`src/rtl/core/efr_pkg.sv`:
```
package efr_pkg;

	localparam int PosW = 9;
	localparam int ByteW = 8;
	localparam int StatusW = 2;

	localparam logic [ByteW-1:0] START_CODE = 8'h7E;
	localparam logic [ByteW-1:0] ESC_CODE = 8'h7D;
	localparam logic [ByteW-1:0] ESC_XOR = 8'h20;
	localparam logic [ByteW-1:0] SUM_GOOD = 8'hFF;
	localparam logic [PosW-1:0] SUM_FROM = 9'd3;
	localparam logic [PosW-1:0] LEN_LOW_POS = 9'd2;
	localparam logic [PosW-1:0] POS_MAX = 9'd258;
	localparam logic [PosW-1:0] LIMIT_RESET = 9'd128;

	localparam logic [StatusW-1:0] ST_OK = 2'd0;
	localparam logic [StatusW-1:0] ST_CHECKSUM = 2'd1;
	localparam logic [StatusW-1:0] ST_OVERFLOW = 2'd2;

	localparam logic KIND_DATA = 1'b0;
	localparam logic KIND_END = 1'b1;

	// receiver state carried from word to word
	typedef struct packed {
		logic [PosW-1:0] byte_position;
		logic escape_pending;
		logic [ByteW-1:0] running_sum;
		logic [ByteW-1:0] length_low;
	} efr_state_t;

	// one result word
	typedef struct packed {
		logic kind;
		logic [PosW-1:0] position;
		logic [ByteW-1:0] data_byte;
		logic [StatusW-1:0] status;
		logic [PosW-1:0] frame_length;
	} efr_result_t;

endpackage

```
`src/rtl/core/efr_decode.sv`:
```
module efr_decode (
	input  efr_pkg::efr_state_t cur,
	input  logic [efr_pkg::ByteW-1:0] raw_byte,
	input  logic [efr_pkg::PosW-1:0] frame_limit,
	output efr_pkg::efr_state_t nxt,
	output logic has_result,
	output efr_pkg::efr_result_t result
);
	import efr_pkg::*;

	always_comb begin
		logic [ByteW-1:0] b;
		logic [ByteW-1:0] sum_new;
		logic go;

		nxt = cur;
		has_result = 1'b0;
		result = '0;
		b = raw_byte;
		go = 1'b0;
		sum_new = cur.running_sum;

		if (cur.escape_pending) begin
			b = raw_byte ^ ESC_XOR;
			nxt.escape_pending = 1'b0;
			go = 1'b1;
		end else if (raw_byte == START_CODE) begin
			nxt.byte_position = 9'd1;
			nxt.running_sum = '0;
		end else if (cur.byte_position != '0 && raw_byte == ESC_CODE) begin
			nxt.escape_pending = 1'b1;
		end else begin
			go = 1'b1;
		end

		if (go && cur.byte_position != '0) begin
			if (cur.byte_position >= SUM_FROM) begin
				sum_new = cur.running_sum + b;
			end
			has_result = 1'b1;
			if (cur.byte_position > frame_limit) begin
				result.kind = KIND_END;
				result.position = cur.byte_position;
				result.status = ST_OVERFLOW;
				nxt.byte_position = '0;
				nxt.running_sum = '0;
			end else if (cur.byte_position > LEN_LOW_POS &&
				cur.byte_position == ({1'b0, cur.length_low} + SUM_FROM)) begin
				result.kind = KIND_END;
				result.position = cur.byte_position;
				result.status = (sum_new == SUM_GOOD) ? ST_OK : ST_CHECKSUM;
				result.frame_length = cur.byte_position;
				nxt.byte_position = '0;
				nxt.running_sum = '0;
			end else begin
				if (cur.byte_position == LEN_LOW_POS) begin
					nxt.length_low = b;
				end
				result.kind = KIND_DATA;
				result.position = cur.byte_position;
				result.data_byte = b;
				nxt.byte_position = cur.byte_position + 9'd1;
				nxt.running_sum = sum_new;
			end
		end
	end

endmodule

```
`src/rtl/core/escaped_frame_receiver_unit.sv`:
```
// channel  | handshake            | payload
// ---------+----------------------+---------------------------------------------
// in       | in_valid / in_stall  | rx_byte
// out      | out_valid / out_stall| kind, position, data_byte, status, frame_length
// cfg      | cfg_valid / cfg_ready| frame_limit
//
// one word per cycle sustained unless out_stall backs up; a word waits in the
// input register and its result, if any, is registered in the output register
// the only loop is the frame state update in efr_decode, one step per word
// arst_n clears the frame state, both valid flags and sets frame_limit to 128
// out_stall holds the output register; the input register drains into it when
// it frees up or when the pending word makes no result, otherwise in_stall rises
module escaped_frame_receiver_unit (
	input  logic clk,
	input  logic arst_n,
	input  logic in_valid,
	output logic in_stall,
	input  logic [efr_pkg::ByteW-1:0] rx_byte,
	output logic out_valid,
	input  logic out_stall,
	output logic kind,
	output logic [efr_pkg::PosW-1:0] position,
	output logic [efr_pkg::ByteW-1:0] data_byte,
	output logic [efr_pkg::StatusW-1:0] status,
	output logic [efr_pkg::PosW-1:0] frame_length,
	input  logic cfg_valid,
	output logic cfg_ready,
	input  logic [efr_pkg::PosW-1:0] frame_limit
);
	import efr_pkg::*;

	// configuration register, always writable
	logic [PosW-1:0] limit_q;

	// input register
	logic valid_s1;
	logic [ByteW-1:0] byte_s1;

	// frame state
	efr_state_t state_q;
	efr_state_t state_nxt;

	// output register
	logic out_valid_q;
	efr_result_t res_q;

	logic has_result;
	efr_result_t result;
	logic out_free;
	logic advance_s1;
	logic in_accept;

	assign cfg_ready = 1'b1;

	efr_decode u_decode (
		.cur(state_q),
		.raw_byte(byte_s1),
		.frame_limit(limit_q),
		.nxt(state_nxt),
		.has_result(has_result),
		.result(result)
	);

	// output register can take a new word if empty or being drained
	assign out_free = !out_valid_q || !out_stall;
	// a word that makes no result never waits on the output side
	assign advance_s1 = valid_s1 && (!has_result || out_free);
	assign in_stall = valid_s1 && !advance_s1;
	assign in_accept = in_valid && !in_stall;

	always_ff @(posedge clk or negedge arst_n) begin
		if (!arst_n) begin
			limit_q <= LIMIT_RESET;
		end else if (cfg_valid && cfg_ready) begin
			limit_q <= frame_limit;
		end
	end

	always_ff @(posedge clk or negedge arst_n) begin
		if (!arst_n) begin
			valid_s1 <= 1'b0;
		end else if (in_accept) begin
			valid_s1 <= 1'b1;
		end else if (advance_s1) begin
			valid_s1 <= 1'b0;
		end
	end

	always_ff @(posedge clk) begin
		if (in_accept) begin
			byte_s1 <= rx_byte;
		end
	end

	// state moves only when the pending word is decoded
	always_ff @(posedge clk or negedge arst_n) begin
		if (!arst_n) begin
			state_q <= '0;
		end else if (advance_s1) begin
			state_q <= state_nxt;
		end
	end

	always_ff @(posedge clk or negedge arst_n) begin
		if (!arst_n) begin
			out_valid_q <= 1'b0;
		end else if (advance_s1 && has_result) begin
			out_valid_q <= 1'b1;
		end else if (!out_stall) begin
			out_valid_q <= 1'b0;
		end
	end

	always_ff @(posedge clk) begin
		if (advance_s1 && has_result) begin
			res_q <= result;
		end
	end

	assign out_valid = out_valid_q;
	assign kind = res_q.kind;
	assign position = res_q.position;
	assign data_byte = res_q.data_byte;
	assign status = res_q.status;
	assign frame_length = res_q.frame_length;

	// a frame end always leaves the receiver outside any frame
	a_end_closes_frame: assert property (@(posedge clk) disable iff (!arst_n)
		advance_s1 && has_result && result.kind == KIND_END |=> state_q.byte_position == '0)
		else $error("frame end did not close the frame");

	// position can never run past the longest possible frame
	a_pos_bound: assert property (@(posedge clk) disable iff (!arst_n)
		state_q.byte_position <= POS_MAX)
		else $error("byte position out of range");

	// a data word carries a real position and no status fields
	a_data_word_clean: assert property (@(posedge clk) disable iff (!arst_n)
		out_valid_q && res_q.kind == KIND_DATA |->
		res_q.position != '0 && res_q.status == ST_OK && res_q.frame_length == '0)
		else $error("malformed data word");

	// a held result word is not overwritten
	a_out_hold: assert property (@(posedge clk) disable iff (!arst_n)
		out_valid_q && out_stall |=> out_valid_q && $stable(res_q))
		else $error("stalled result changed");

endmodule

```
`config.mk`:
```
export PLATFORM = sky130hd
export DESIGN_NAME = escaped_frame_receiver_unit
export DESIGN_NICKNAME = d
export VERILOG_FILES = /design/src/rtl/core/efr_pkg.sv /design/src/rtl/core/efr_decode.sv /design/src/rtl/core/escaped_frame_receiver_unit.sv
export SDC_FILE = /design/constraint.sdc
export NUM_CORES = 1
export LEC_CHECK = 0
export BUFFER_PORTS_ARGS = -buffer_cell sky130_fd_sc_hd__buf_4
export CORE_UTILIZATION = 35
export CTS_CLUSTER_DIAMETER = 150
export DETAILED_ROUTE_END_ITERATION = 8
export PLACE_DENSITY_LB_ADDON = 0.1
export SYNTH_ARGS = -nofsm -noshare
export SYNTH_HDL_FRONTEND = slang
export SYNTH_SLANG_ARGS = --single-unit
```
`constraint.sdc`:
```
create_clock -name clk -period 6.3 [get_ports clk]
set_input_delay 1.26 -clock clk [delete_from_list [all_inputs] [get_ports clk]]
set_output_delay 1.26 -clock clk [all_outputs]
set_load 0.05 [all_outputs]
```
# --- Yosys cells after proc, flatten, opt, wreduce, memory -nomap -nowiden ---
# Index checks and enable logic that the tools add are counted.
# W data, S select, Z words.
word_totals:
  word_cells: 84
  ff_bits: 74
  input_bits: 22
  output_inout_bits: 32
classes:
  n_addsub: 3
  bitwise_logic: 4
  eq_ne: 7
  n_reduce_logical: 21
  mux: 32
  n_lt_le_gt_ge: 3
ops:
  columns: ["cell", "count"]
  rows:
  - ["$mux W8", 9]
  - ["$mux W9", 5]
  - ["$mux W10", 2]
  - ["$eq A8 B7 Y1 const B", 2]
  - ["$mux W16", 1]
  - ["$mux W1", 12]
  - ["$mux W11", 1]
  - ["$add A8 B2 Y9 const B", 1]
  - ["$add A9 B1 Y9 const B", 1]
  - ["$eq A9 B2 Y1 const B", 1]
  - ["$eq A9 B9 Y1", 1]
  - ["$ge A9 B2 Y1 const B", 1]
  - ["$gt A9 B2 Y1 const B", 1]
  - ["$gt A9 B9 Y1", 1]
  - ["$reduce_bool A9 Y1", 1]
  - ["$add A8 B8 Y8", 1]
  - ["$eq A8 B8 Y1 const B", 1]
  - ["$logic_and A1 B1 Y1", 7]
  - ["$mux W6", 1]
  - ["$reduce_or A3 Y1", 2]
  - ["$logic_not A1 Y1", 5]
  - ["$reduce_and A5 Y1", 1]
  - ["$ne A2 B1 Y1 const B", 2]
  - ["$not A1 Y1", 4]
  - ["other kinds (4)", 6]

# --- Logic depth before layout (Yosys ltp) ---
# Gate-level depths: netlist of run 1.
logic_depth:
  depth_word: 15
  depth_mapped: 10

# --- By module ---
# From an unflattened synthesis of run 1, not the netlist that was laid out.
hier_totals:
  hier_cells: 453
  hier_area_um2: 4723.3
by_module_without_submodules:
  columns: ["module", "area_each_um2", "cells_per_inst", "seq_area_each_um2", "instances"]
  rows:
  - ["escaped_frame_receiver_unit", 3031.7, 217, 2038.2, 1]
  - ["efr_decode", 1691.6, 236, 0.0, 1]

# --- Worst setup path before layout of run 1 ---
# OpenSTA, ideal clock, no wires.
synth_timing:
  path_kind: "reg-to-output"
  from: "register state_q[22] in the netlist's numbering"
  to: "output in_stall"
  arrival_time_ns: 1.778
  slack_ns: 3.262
  t_required_ns: 5.040
  path_stages_with_launch: 9
  path_cell_list: "dfrtp_1 -> buf_2 -> nor4_1 -> and2_1 -> nand2_1 -> o21a_1 -> clkbuf_1 -> nand4_1 -> inv_1"
synth_between:
  elab_chain_cells: 12
synth_lines:
  columns: ["item", "line", "text"]
  rows:
  - ["from (decl)", "escaped_frame_receiver_unit.sv:40", "efr_state_t state_q;"]
  - ["from (signal assigned)", "escaped_frame_receiver_unit.sv:100", "state_q <= state_nxt;"]
  - ["$reduce_bool A9 Y1 (*)", "efr_decode.sv:30, efr_decode.sv:36", null]
  - ["$logic_and A1 B1 Y1", "efr_decode.sv:30", "end else if (cur.byte_position != '0 && raw_byte == ESC_CODE) begin"]
  - ["$mux W1", "efr_decode.sv:30", null]
  - ["$mux W1", "efr_decode.sv:27", "end else if (raw_byte == START_CODE) begin"]
  - ["$mux W1", "efr_decode.sv:23", "if (cur.escape_pending) begin"]
  - ["$logic_and A1 B1 Y1 (*)", "efr_decode.sv:36", "if (go && cur.byte_position != '0) begin"]
  - ["$mux W1 (*)", "efr_decode.sv:36", null]
  - ["$logic_not A1 Y1 (*)", "escaped_frame_receiver_unit.sv:67", "assign advance_s1 = valid_s1 && (!has_result || out_free);"]
  - ["$logic_or A1 B1 Y1 (*)", "escaped_frame_receiver_unit.sv:67", null]
  - ["$logic_and A1 B1 Y1 (*)", "escaped_frame_receiver_unit.sv:67", null]
  - ["$logic_not A1 Y1 (*)", "escaped_frame_receiver_unit.sv:68", "assign in_stall = valid_s1 && !advance_s1;"]
  - ["$logic_and A1 B1 Y1 (*)", "escaped_frame_receiver_unit.sv:68", null]
  - ["to (decl)", "escaped_frame_receiver_unit.sv:17", "output logic in_stall,"]
# Every way passes the cells marked *; elsewhere a longest branch is shown, timed or not.

# --- Worst setup path in the final report of run 1 ---
layout_timing:
  from: "register state_q[23] in the netlist's numbering"
  to: "output in_stall"
# The elaborated chain is that of the path after synthesis.

==> results by group, run 1 <==
Finish
  • Post-layout nets: approximately 440
  • Layout Cell Area excl Fill: ~4800 sq um
  • Non-filler cells in the finished layout: between 500 and 600
  • Antenna fix cells: 0
  • Share of layout cells above drive strength 1: between 20% and 30%
  • Area growth syn-to-layout: 20.8%

STA
  • Relative slew margins: 24.7%
  • Setup TNS: 0 ns
  • Fmax achieved: ~0.27 GHz
  • Pins over their slew limit: 0
  • Count of final hold-check violations: 0
  • Worst-Margin Slew: about 1.1 ns
  • Final Skew: just over 0.009 ns
  • Final setup vio count: 0
  • Period utilization: between 50% and 60%
  • Min Tclk post-route: 3.69 ns
  • RSZ-0062 raised after global routing: no

Critical path
  • CP bufs+invs: 2
  • WP data arrival: between 2 and 2.5 ns
  • Crit-path max cell delay: approximately 0.54 ns
  • R2R setup slack: approximately 3.2 ns
  • Crit Reg-Reg Startpoint: state_q[20]$_DFFE_PN0P_
  • Delay-heaviest family, CP: simple AND/OR/NAND/NOR gates
  • Worst Setup End Kind: primary output
  • Worst path required time: 5.04 ns
  • Critical path launch point type: flip-flop
  • Reg2reg path depth: 6
  • Max FO, Critical Path: 13
  • CP Class: flip-flop to primary output
  • Reg2reg end: position[4]$_SDFFCE_PN0P_
  • Crit-path slowest cell: nor4_1
  • Worst-path cell chain: nor4_1 > and2_1 > nand2_1 > o21a_1 > nand4_1 > inv_1 > buf_4
  • Crit. Startpoint: state_q[23]$_DFFE_PN0P_

Power
  • Clock power share: around 28%
  • Switch Pwr: about 0.78 mW
  • Sw Share: 37.0%
  • VDD IR max: 190 uV
  • Share of power burned in registers: 36.2%
  • Cell Pwr Density: about 440 nW/um^2
  • Leak: ~2.0 nW
  • Comb pwr share: 36.0%
  • Internal Power: 1.33 mW

Detailed routing
  • WL/cell: about 16 um
  • Detail Route Antenna Nets: 0
  • Final WL: about 8.7 mm
  • Initial DRC Count: 95
  • Vias per cell: 5.15
  • TritonRoute pass-1 iters: 4
  • Drt drc: 0
  • Via Count: 2777

Hold path
  • Hold wc startpoint: state_q[15]$_DFFE_PN0P_
  • Hold-critical path depth: 2
  • Worst min path class: flip-flop to flip-flop
  • Worst Hold Endpoint: state_q[15]$_DFFE_PN0P_

Synth
  • Sequential element share of the synthesized area: between 50% and 60%
  • Top cells by area, synth: edfxtp_1, dfrtp_1, ha_1
  • Synthesized Nets: 390
  • EDFF count, synth: 37
  • Average size of a mapped cell: between 10 and 15 sq um
  • Synthesized instance count: between 300 and 400
  • Most frequent cells after synthesis: edfxtp_1, dfrtp_1, and2_1
  • Netlist cell types: 67
  • Proportion of netlist area held by the largest area contributor: 28.1%
  • Seq cells post-synth: 74
  • Synth async-reset ratio: 50.0%
  • Post-synth top area cell: edfxtp_1
  • Post-Syn Area: around 4000 sq um
  • Yosys warns: 0
  • Post-synth top flop: edfxtp_1
  • Most numerous cell in the Yosys netlist: edfxtp_1

Clock network
  • Root buf cell: clkbuf_16
  • Postcts setup bufs: 0
  • Inserted Clock Buffers: 9
  • CTS tree: built
  • Post-cts resize count: 0
  • Clk buf depth: 2
  • CTS H-tree depth: 3
  • Worst skew pair latency: ~0.34 ns
  • # hold bufs at CTS: 0
  • Clk sinks: between 70 and 80
  • Clk slew on worst S/H paths: 0.06 ns

Place
  • Port Buf Inserts: 52
  • DP HPWL: about 6.3 mm
  • Area after DPL: approximately 4400 sq um
  • Placed insts: between 500 and 600
  • Last weighted congestion value of the routability-driven placer: 0.818

Run
  • Max-cap viol count: 0

Global route
  • Tot GR Track Use: between 15 and 20%
  • Initial antenna violation count: 0
  • First-pass GRT wire length: approximately 14 mm
  • GRT overflow: 0
  • Vias in the first global route: approximately 2700
  • Largest net degree at the start of global routing: 38

Die
  • Top-level I/O count: 54
  • Die Y: between 100 and 150 um
  • Row count: 38
  • DIE AREA: ~12000 sq um
  • Die boundary width: roughly 110 um
  • Starting Density: 36.2%
  • Core ar.: 10900 sq um

Run status
  • Status: finished clean
state kept, by name, indices dropped and copies added (netlist names):
signal,cells
frame_length,9
data_byte,8
out_valid,1
byte_s1,8
status,2
limit_q,9
valid_s1,1
kind,1
state_q,26
position,9
per-layer routing:
metal / vias to the layer above / wire (um) / part of all wire [%] / GRT usage [%]
li1: 1361 / - / - / -
met1: 1345 / 4010 / 46 / 20.6
met2: 52 / 4100 / 47 / 26.0
met3: 19 / 300 / 3.5 / 4.22
met4: 0 / 269 / 3.1 / 9.75
met5: - / 0 / 0 / 0
metrics by stage:
step	utilization (%)	setup slack, ns	hold WS (ns)	total power [mW]
after detailed placement	40.6	3.01	0.490	1.54
after global routing	43.7	2.42	0.549	2.25
after CTS	43.7	2.62	0.504	2.13
after floorplan	-	3.26	0.464	1.34
after global placement	40.6	3.04	0.485	1.53
final	43.7	2.61	0.499	2.11
area by class of cell:
cell class / count / area (sq um)
clock buffer: 9 / 225
clock inverter: 7 / 116
fill: 1070 / 6160
inverter: 21 / 78.8
multi-input combinational: 236 / 1760
sequential: 74 / 2040
tap: 140 / 175
timing repair buffer: 52 / 390
tightest hold or removal path, cell delays in order (launching register included):
cell and delay, ns:
dfrtp_1 0.35, nand2_1 0.05, o41ai_1 0.06
cell families after synthesis:
logic type / count (synthesis) / synth area share, %
mux: 10 / 2.81
compound gates: 73 / 14.0
xor+xnor: 15 / 3.51
buf+inv: 37 / 4.14
fa+ha+maj: 21 / 6.83
flops: 74 / 51.5
other cells: 1 / 0.0948
simple gates: 116 / 17.1
layout by cell type (no fill, tap or decap), types with 4 or more instances in the layout:
cell | netlist | layout
nand2b_1 | 4 | 4
a32o_1 | 7 | 7
a21o_1 | 9 | 9
edfxtp_1 | 37 | 37
a22o_1 | 7 | 7
nor3_1 | 9 | 9
dfrtp_1 | 36 | 36
clkbuf_16 | 0 | 9
ha_1 | 20 | 20
inv_1 | 21 | 21
nor2_1 | 14 | 14
nand4_1 | 5 | 5
o21ai_1 | 4 | 4
xor2_1 | 4 | 4
mux2_1 | 7 | 7
buf_4 | 2 | 52
a21oi_1 | 6 | 6
nand3_1 | 8 | 8
o21ai_0 | 14 | 14
nand2_1 | 21 | 21
xnor2_1 | 10 | 10
o21a_1 | 5 | 5
and2_1 | 27 | 27
worst max-delay path by stage:
stage / to / slack [ns] / cells past startpoint
floorplan: in_stall / 3.26 / 8
global placement: in_stall / 3.04 / 7
detailed placement: in_stall / 3.01 / 7
CTS: in_stall / 2.62 / 7
global route: in_stall / 2.42 / 7
finish: in_stall / 2.61 / 7
power groups by stage:
stage	Clock (mW)	Sequential [mW]	Combinational [mW]
2_1_floorplan	0	0.828	0.510
3_3_place_gp	0	0.772	0.760
3_5_place_dp	0	0.773	0.765
4_1_cts	0.601	0.764	0.767
5_1_grt	0.625	0.782	0.843
6_report	0.588	0.764	0.761
No activity file was read; power rests on OpenSTA's default activity.
==> run 2: changes to the inputs <==
==> constraint.sdc (replaced) <==
create_clock -name clk -period 3.1 [get_ports clk]
set_input_delay 0.62 -clock clk [delete_from_list [all_inputs] [get_ports clk]]
set_output_delay 0.62 -clock clk [all_outputs]
set_load 0.05 [all_outputs]
==> results by group, run 2 (same netlist as run 1, synthesis figures left out) <==
Die
  • Die boundary width: 108 um (unchanged)
  • Row count: 38 (unchanged)
  • Core ar.: 10900 sq um (unchanged)
  • DIE AREA: 11700 sq um (unchanged)
  • Starting Density: 36.2% (unchanged)
  • Top-level I/O count: 54 (unchanged)
  • Die Y: 108 um (unchanged)

Critical path
  • Worst Setup End Kind: primary output
  • Worst path required time: 2.48 ns (-2.56 ns)
  • WP data arrival: 2.28 ns (-0.15 ns)
  • CP Class: flip-flop to primary output
  • Critical path launch point type: flip-flop
  • Max FO, Critical Path: 12 (-1)

STA
  • Min Tclk post-route: 2.90 ns
  • Final setup margin: 0.202 ns (-2.41 ns)
  • Final Skew: 0.00473 ns (-0.00442 ns)
  • Final setup vio count: 0 (unchanged)
  • Pins over their slew limit: 0 (unchanged)
  • Setup TNS: 0 ns (unchanged)
  • Relative slew margins: 63.2% (+39 points)
  • Period utilization: 93.5%
  • Worst-Margin Slew: 0.548 ns (-0.581 ns)
  • Count of final hold-check violations: 0 (unchanged)
  • Fmax achieved: 0.345 GHz
  • RSZ-0062 raised after global routing: no

Power
  • Cell Pwr Density: 903 nW/um^2 (+100%)
  • Leak: 2.12 nW (+3.9%)
  • Tot Pwr: 4.43 mW (+110%)
  • VDD IR max: 392 uV (+110%)

Detailed routing
  • WL/cell: 16.3 um (+1.1%)
  • Drt drc: 0 (unchanged)
  • Wire length on met3: 318 um (+6.0%)
  • Initial DRC Count: 86 (-9.5%)
  • Via Count: 2860 (+3.0%)
  • DR WL met2: 4.39 mm (+6.9%)
  • Vias per cell: 5.15 (about the same)
  • Final WL: 9.03 mm (+4.1%)
  • Met1 wire length: 4.22 mm (+5.3%)
  • Uppermost layer routed: met4
  • TritonRoute pass-1 iters: 4 (unchanged)
  • Detail Route Antenna Nets: 0 (unchanged)

Clock network
  • CTS tree: built
  • Clk buf depth: 2 (unchanged)
  • Root buf cell: clkbuf_16
  • Clk slew on worst S/H paths: 0.06 ns (about the same)
  • CTS H-tree depth: 3 (unchanged)
  • Inserted Clock Buffers: 9 (unchanged)
  • Clk sinks: 74 (unchanged)
  • Worst skew pair latency: 0.34 ns (about the same)
  • Postcts setup bufs: 0 (unchanged)
  • # hold bufs at CTS: 0 (unchanged)
  • Post-cts resize count: 0 (unchanged)

Run
  • Max-cap viol count: 0 (unchanged)

Finish
  • Area growth syn-to-layout: 24.0%
  • Max reg flops: 26 (unchanged)
  • Register area: 2040 sq um (unchanged)
  • Reg with most FFs: state_q
  • Post-layout nets: 453 (+3.7%)
  • Antenna fix cells: 0 (unchanged)
  • Commonest non-fill, non-tap cell in the layout: buf_4
  • Multi-input gate area: 1760 sq um (unchanged)
  • Commonest cells after routing, fill and taps aside: buf_4, edfxtp_1, dfrtp_1, and2_1
  • Share of layout cells above drive strength 1: 24.3% (+3.3 points)
  • Fill cells: 1098 (+2.6%)

Global route
  • Tot GR Track Use: 17.1% (+0.55 points)
  • Initial antenna violation count: 0 (unchanged)
  • Largest net degree at the start of global routing: 38 (unchanged)
  • First-pass GRT wire length: 14.9 mm (+4.8%)
  • GRT overflow: 0 (unchanged)
  • Vias in the first global route: 2829 (+3.4%)

Place
  • Last weighted congestion value of the routability-driven placer: 0.817 (-0.12%)
  • Dpl ws: 0.310 ns (-2.70 ns)
  • DP HPWL: 6.63 mm (+5.2%)
  • Port Buf Inserts: 52 (unchanged)

Run status
  • Status: finished clean

Hold path
  • Worst min path class: primary input to asynchronous set/reset pin
[run 2: cell types whose count changed in the layout (fill, tap and decap cells not counted)]
cell	before	now
clkinv_1	1	0
clkinv_4	1	2
clkinv_2	1	0
buf_4	52	68
inv_6	1	2
[run 2: cell type report]
cell class | count | area share, %
multi-input cells | 236 | 35.8
inverters | 21 | 1.61
clock inverters | 7 | 2.55
well taps | 140 | 3.57
repair buffers | 68 | 10.4
flip-flops and latches | 74 | 41.5
clock buffers | 9 | 4.59
[run 2: routing by layer]
metal  GRT usage (%)  up-vias
li1                -     1392
met1            22.1     1402
met2            28.0       55
met3            3.13       11
met4            7.53        0
met5               0        -
[run 2: path summary, 6_finish.rpt]
check	startpoint	end	slack, ns	cells after the start
setup / recovery	state_q[25]$_DFFE_PN0P_	in_stall	0.20	8
hold / removal	arst_n	state_q[3]$_DFFE_PN0P_	0.26	1
setup reg to reg	state_q[25]$_DFFE_PN0P_	state_q[2]$_DFFE_PN0P_	0.33	7
hold reg to reg	state_q[15]$_DFFE_PN0P_	state_q[15]$_DFFE_PN0P_	0.51	2
max in group asynchronous	arst_n	limit_q[7]$_DFFE_PN1P_	2.45	1
min in group clk	rx_byte[0]	byte_s1[0]$_DFFE_PP_	0.45	1
[run 2: per-stage QoR]
stage | area [sq um] | hold WS [ns] | std cells | utilization (%)
after floorplan | 3960 | 0.324 | 347 | -
after global placement | 4560 | 0.487 | 539 | 41.7
after detailed placement | 4560 | 0.494 | 539 | 41.7
after CTS | 4910 | 0.268 | 555 | 44.9
after global routing | 4910 | 0.300 | 555 | 44.9
final | 4910 | 0.256 | 555 | 44.9
[run 2: critical path: stages (launching register included)]
cell	delay, ns
dfrtp_1	0.53
nor4_1	0.08
buf_4	0.15
and2_1	0.14
nand2_1	0.15
o21a_1	0.38
nand4_1	0.21
inv_1	0.09
buf_4	0.19
[run 2: power breakdown]
group,switching (mW),internal [mW]
logic,1.00,0.705
clock network,0.441,0.795
registers,0.201,1.29
==> run 3: changes to the inputs <==
--- a/config.mk
+++ b/config.mk
@@ -6,6 +6,7 @@
 export NUM_CORES = 1
 export LEC_CHECK = 0
 export BUFFER_PORTS_ARGS = -buffer_cell sky130_fd_sc_hd__buf_4
+export CORE_ASPECT_RATIO = 1.4
 export CORE_UTILIZATION = 35
 export CTS_CLUSTER_DIAMETER = 150
 export DETAILED_ROUTE_END_ITERATION = 8
==> results by group, run 3 (same netlist as run 1, synthesis figures left out) <==
Finish
  • Post-layout nets: 453 (unchanged)
  • Antenna fix cells: 0 (unchanged)
  • Area growth syn-to-layout: 24.5%
  • Reg with most FFs: state_q
  • Commonest non-fill, non-tap cell in the layout: buf_4
  • Register area: 2040 sq um (unchanged)
  • Multi-input gate area: 1770 sq um (+0.78%)
  • Layout Cell Area excl Fill: 4930 sq um (+0.41%)
  • Fill cells: 1058 (-3.6%)
  • Share of layout cells above drive strength 1: 24.6% (+0.24 points)
  • Core Util, Final: 45.1% (+0.23 points)
  • Commonest cells after routing, fill and taps aside: buf_4, edfxtp_1, dfrtp_1, and2_1
  • Max reg flops: 26 (unchanged)

Global route
  • First-pass GRT wire length: 15.3 mm (+2.7%)
  • GRT overflow: 0 (unchanged)
  • Tot GR Track Use: 17.4% (+0.23 points)
  • Largest net degree at the start of global routing: 38 (unchanged)
  • Initial antenna violation count: 0 (unchanged)
  • Vias in the first global route: 2997 (+5.9%)

STA
  • Period utilization: 92.6% (-0.83 points)
  • Min Tclk post-route: 2.87 ns (-0.0258 ns)
  • Worst-Margin Slew: 0.686 ns (+0.138 ns)
  • Final Skew: 0.00721 ns (+0.00248 ns)
  • Count of final hold-check violations: 0 (unchanged)
  • Final setup vio count: 0 (unchanged)
  • Setup TNS: 0 ns (unchanged)
  • Fmax achieved: 0.348 GHz (+0.90%)
  • RSZ-0062 raised after global routing: no
  • Relative slew margins: 54.1% (-9.1 points)
  • Pins over their slew limit: 0 (unchanged)

Critical path
  • Reg2reg end: state_q[10]$_DFFE_PN0P_
  • CP Class: flip-flop to primary output
  • Crit-path max cell delay: 0.41 ns (-0.12 ns)
  • Crit Reg-Reg Startpoint: state_q[0]$_DFFE_PN0P_
  • Crit path to: in_stall
  • Worst path required time: 2.48 ns (about the same)
  • Max FO, Critical Path: 6 (-6)
  • R2R setup slack: 0.29 ns (-0.04 ns)
  • Reg2reg path depth: 8 (+1)
  • WP data arrival: 2.25 ns (-0.03 ns)
  • Crit. Startpoint: state_q[22]$_DFFE_PN0P_
  • Crit-path slowest cell: dfrtp_1
  • Worst Setup End Kind: primary output
  • Critical path launch point type: flip-flop
  • Worst-path cell chain: buf_4 > nor4_2 > and2_1 > nand2_1 > o21a_1 > nand4_1 > inv_1 > buf_4
  • Cell mode on critical path: buf_4

Hold path
  • Worst min path class: primary input to asynchronous set/reset pin

Die
  • Core ar.: 10900 sq um (-0.11%)
  • Die boundary width: 91.9 um (-15%)
  • Die Y: 128 um (+18%)
  • DIE AREA: 11700 sq um (about the same)
  • Top-level I/O count: 54 (unchanged)
  • Row count: 45 (+18%)
  • Starting Density: 36.2% (+0.041 points)

Detailed routing
  • Detail Route Antenna Nets: 0 (unchanged)
  • WL/cell: 16.9 um (+3.8%)
  • Vias per cell: 5.15 (about the same)
  • Initial DRC Count: 117 (+36%)
  • Final WL: 9.40 mm (+4.0%)
  • Via Count: 2864 (+0.14%)
  • Drt drc: 0 (unchanged)
  • TritonRoute pass-1 iters: 4 (unchanged)

Clock network
  • Clk buf depth: 2 (unchanged)
  • # hold bufs at CTS: 0 (unchanged)
  • CTS tree: built
  • Post-cts resize count: 0 (unchanged)
  • Root buf cell: clkbuf_16
  • Inserted Clock Buffers: 9 (unchanged)
  • Clk slew on worst S/H paths: 0.06 ns (about the same)
  • Postcts setup bufs: 0 (unchanged)
  • Clk sinks: 74 (unchanged)
  • CTS H-tree depth: 3 (unchanged)
  • Worst skew pair latency: 0.33 ns (about the same)

Place
  • Port Buf Inserts: 52 (unchanged)
  • DP HPWL: 7.03 mm (+5.9%)
  • Area after DPL: 4570 sq um (+0.30%)
  • Last weighted congestion value of the routability-driven placer: 0.813 (-0.50%)

Power
  • VDD IR max: 414 uV (+5.7%)
  • Leak: 2.13 nW (+0.43%)
  • Cell Pwr Density: 892 nW/um^2 (-1.2%)

Run
  • Max-cap viol count: 0 (unchanged)

Run status
  • Status: finished clean
run 3: how the worst min path moves through the flow:
stage | startpoint | endpoint | cells past startpoint
final | arst_n | limit_q[4]$_DFFE_PN0P_ | 1
after global routing | arst_n | limit_q[4]$_DFFE_PN0P_ | 1
after CTS | arst_n | limit_q[4]$_DFFE_PN0P_ | 1
after detailed placement | state_q[15]$_DFFE_PN0P_ | state_q[15]$_DFFE_PN0P_ | 2
after global placement | state_q[15]$_DFFE_PN0P_ | state_q[15]$_DFFE_PN0P_ | 2
after floorplan | arst_n | limit_q[0]$_DFFE_PN0P_ | 0
run 3: stage by stage:
stage          cells  setup slack (ns)  total power [mW]  hold WS (ns)
3_5_place_dp     540            0.0938              3.22         0.489
6_report         556             0.228              4.40         0.257
5_1_grt          556             0.105              4.66         0.297
4_1_cts          556            0.0590              4.44         0.277
3_3_place_gp     540             0.151              3.20         0.497
2_1_floorplan    347             0.560              2.72         0.324
run 3: report_power, final:
group,total [mW],internal [mW],leakage (nW),switching [mW]
Sequential,1.50,1.29,0.819,0.213
Combinational,1.70,0.702,1.15,0.998
Clock,1.20,0.786,0.169,0.409
Total,4.40,2.78,2.13,1.62
run 3: worst max-delay path: cells and delay by family, from the launching register on:
family | cells | cell delay, ns
AOI/OAI and AO/OA | 1 | 0.19
buffers and inverters | 3 | 0.42
DFF | 1 | 0.41
and+or+nand+nor | 4 | 0.91
run 3: layout make-up:
type	count	share of cell area (%)
flip-flops and latches	74	41.4
well taps	141	3.58
inverters	21	1.60
clock buffers	9	4.57
clock inverters	7	2.39
multi-input cells	236	35.9
repair buffers	68	10.6
run 3: layer usage:
layer  part of all wire (%)  global-route usage [%]  wire (um)  vias to the layer above
met2                     55                    32.4       5180                       58
met3                    2.7                    3.38        251                       15
met1                     39                    18.4       3690                     1403
met5                      0                       0          0                        -
li1                       -                       -          -                     1388
met4                    2.9                    8.82        268                        0
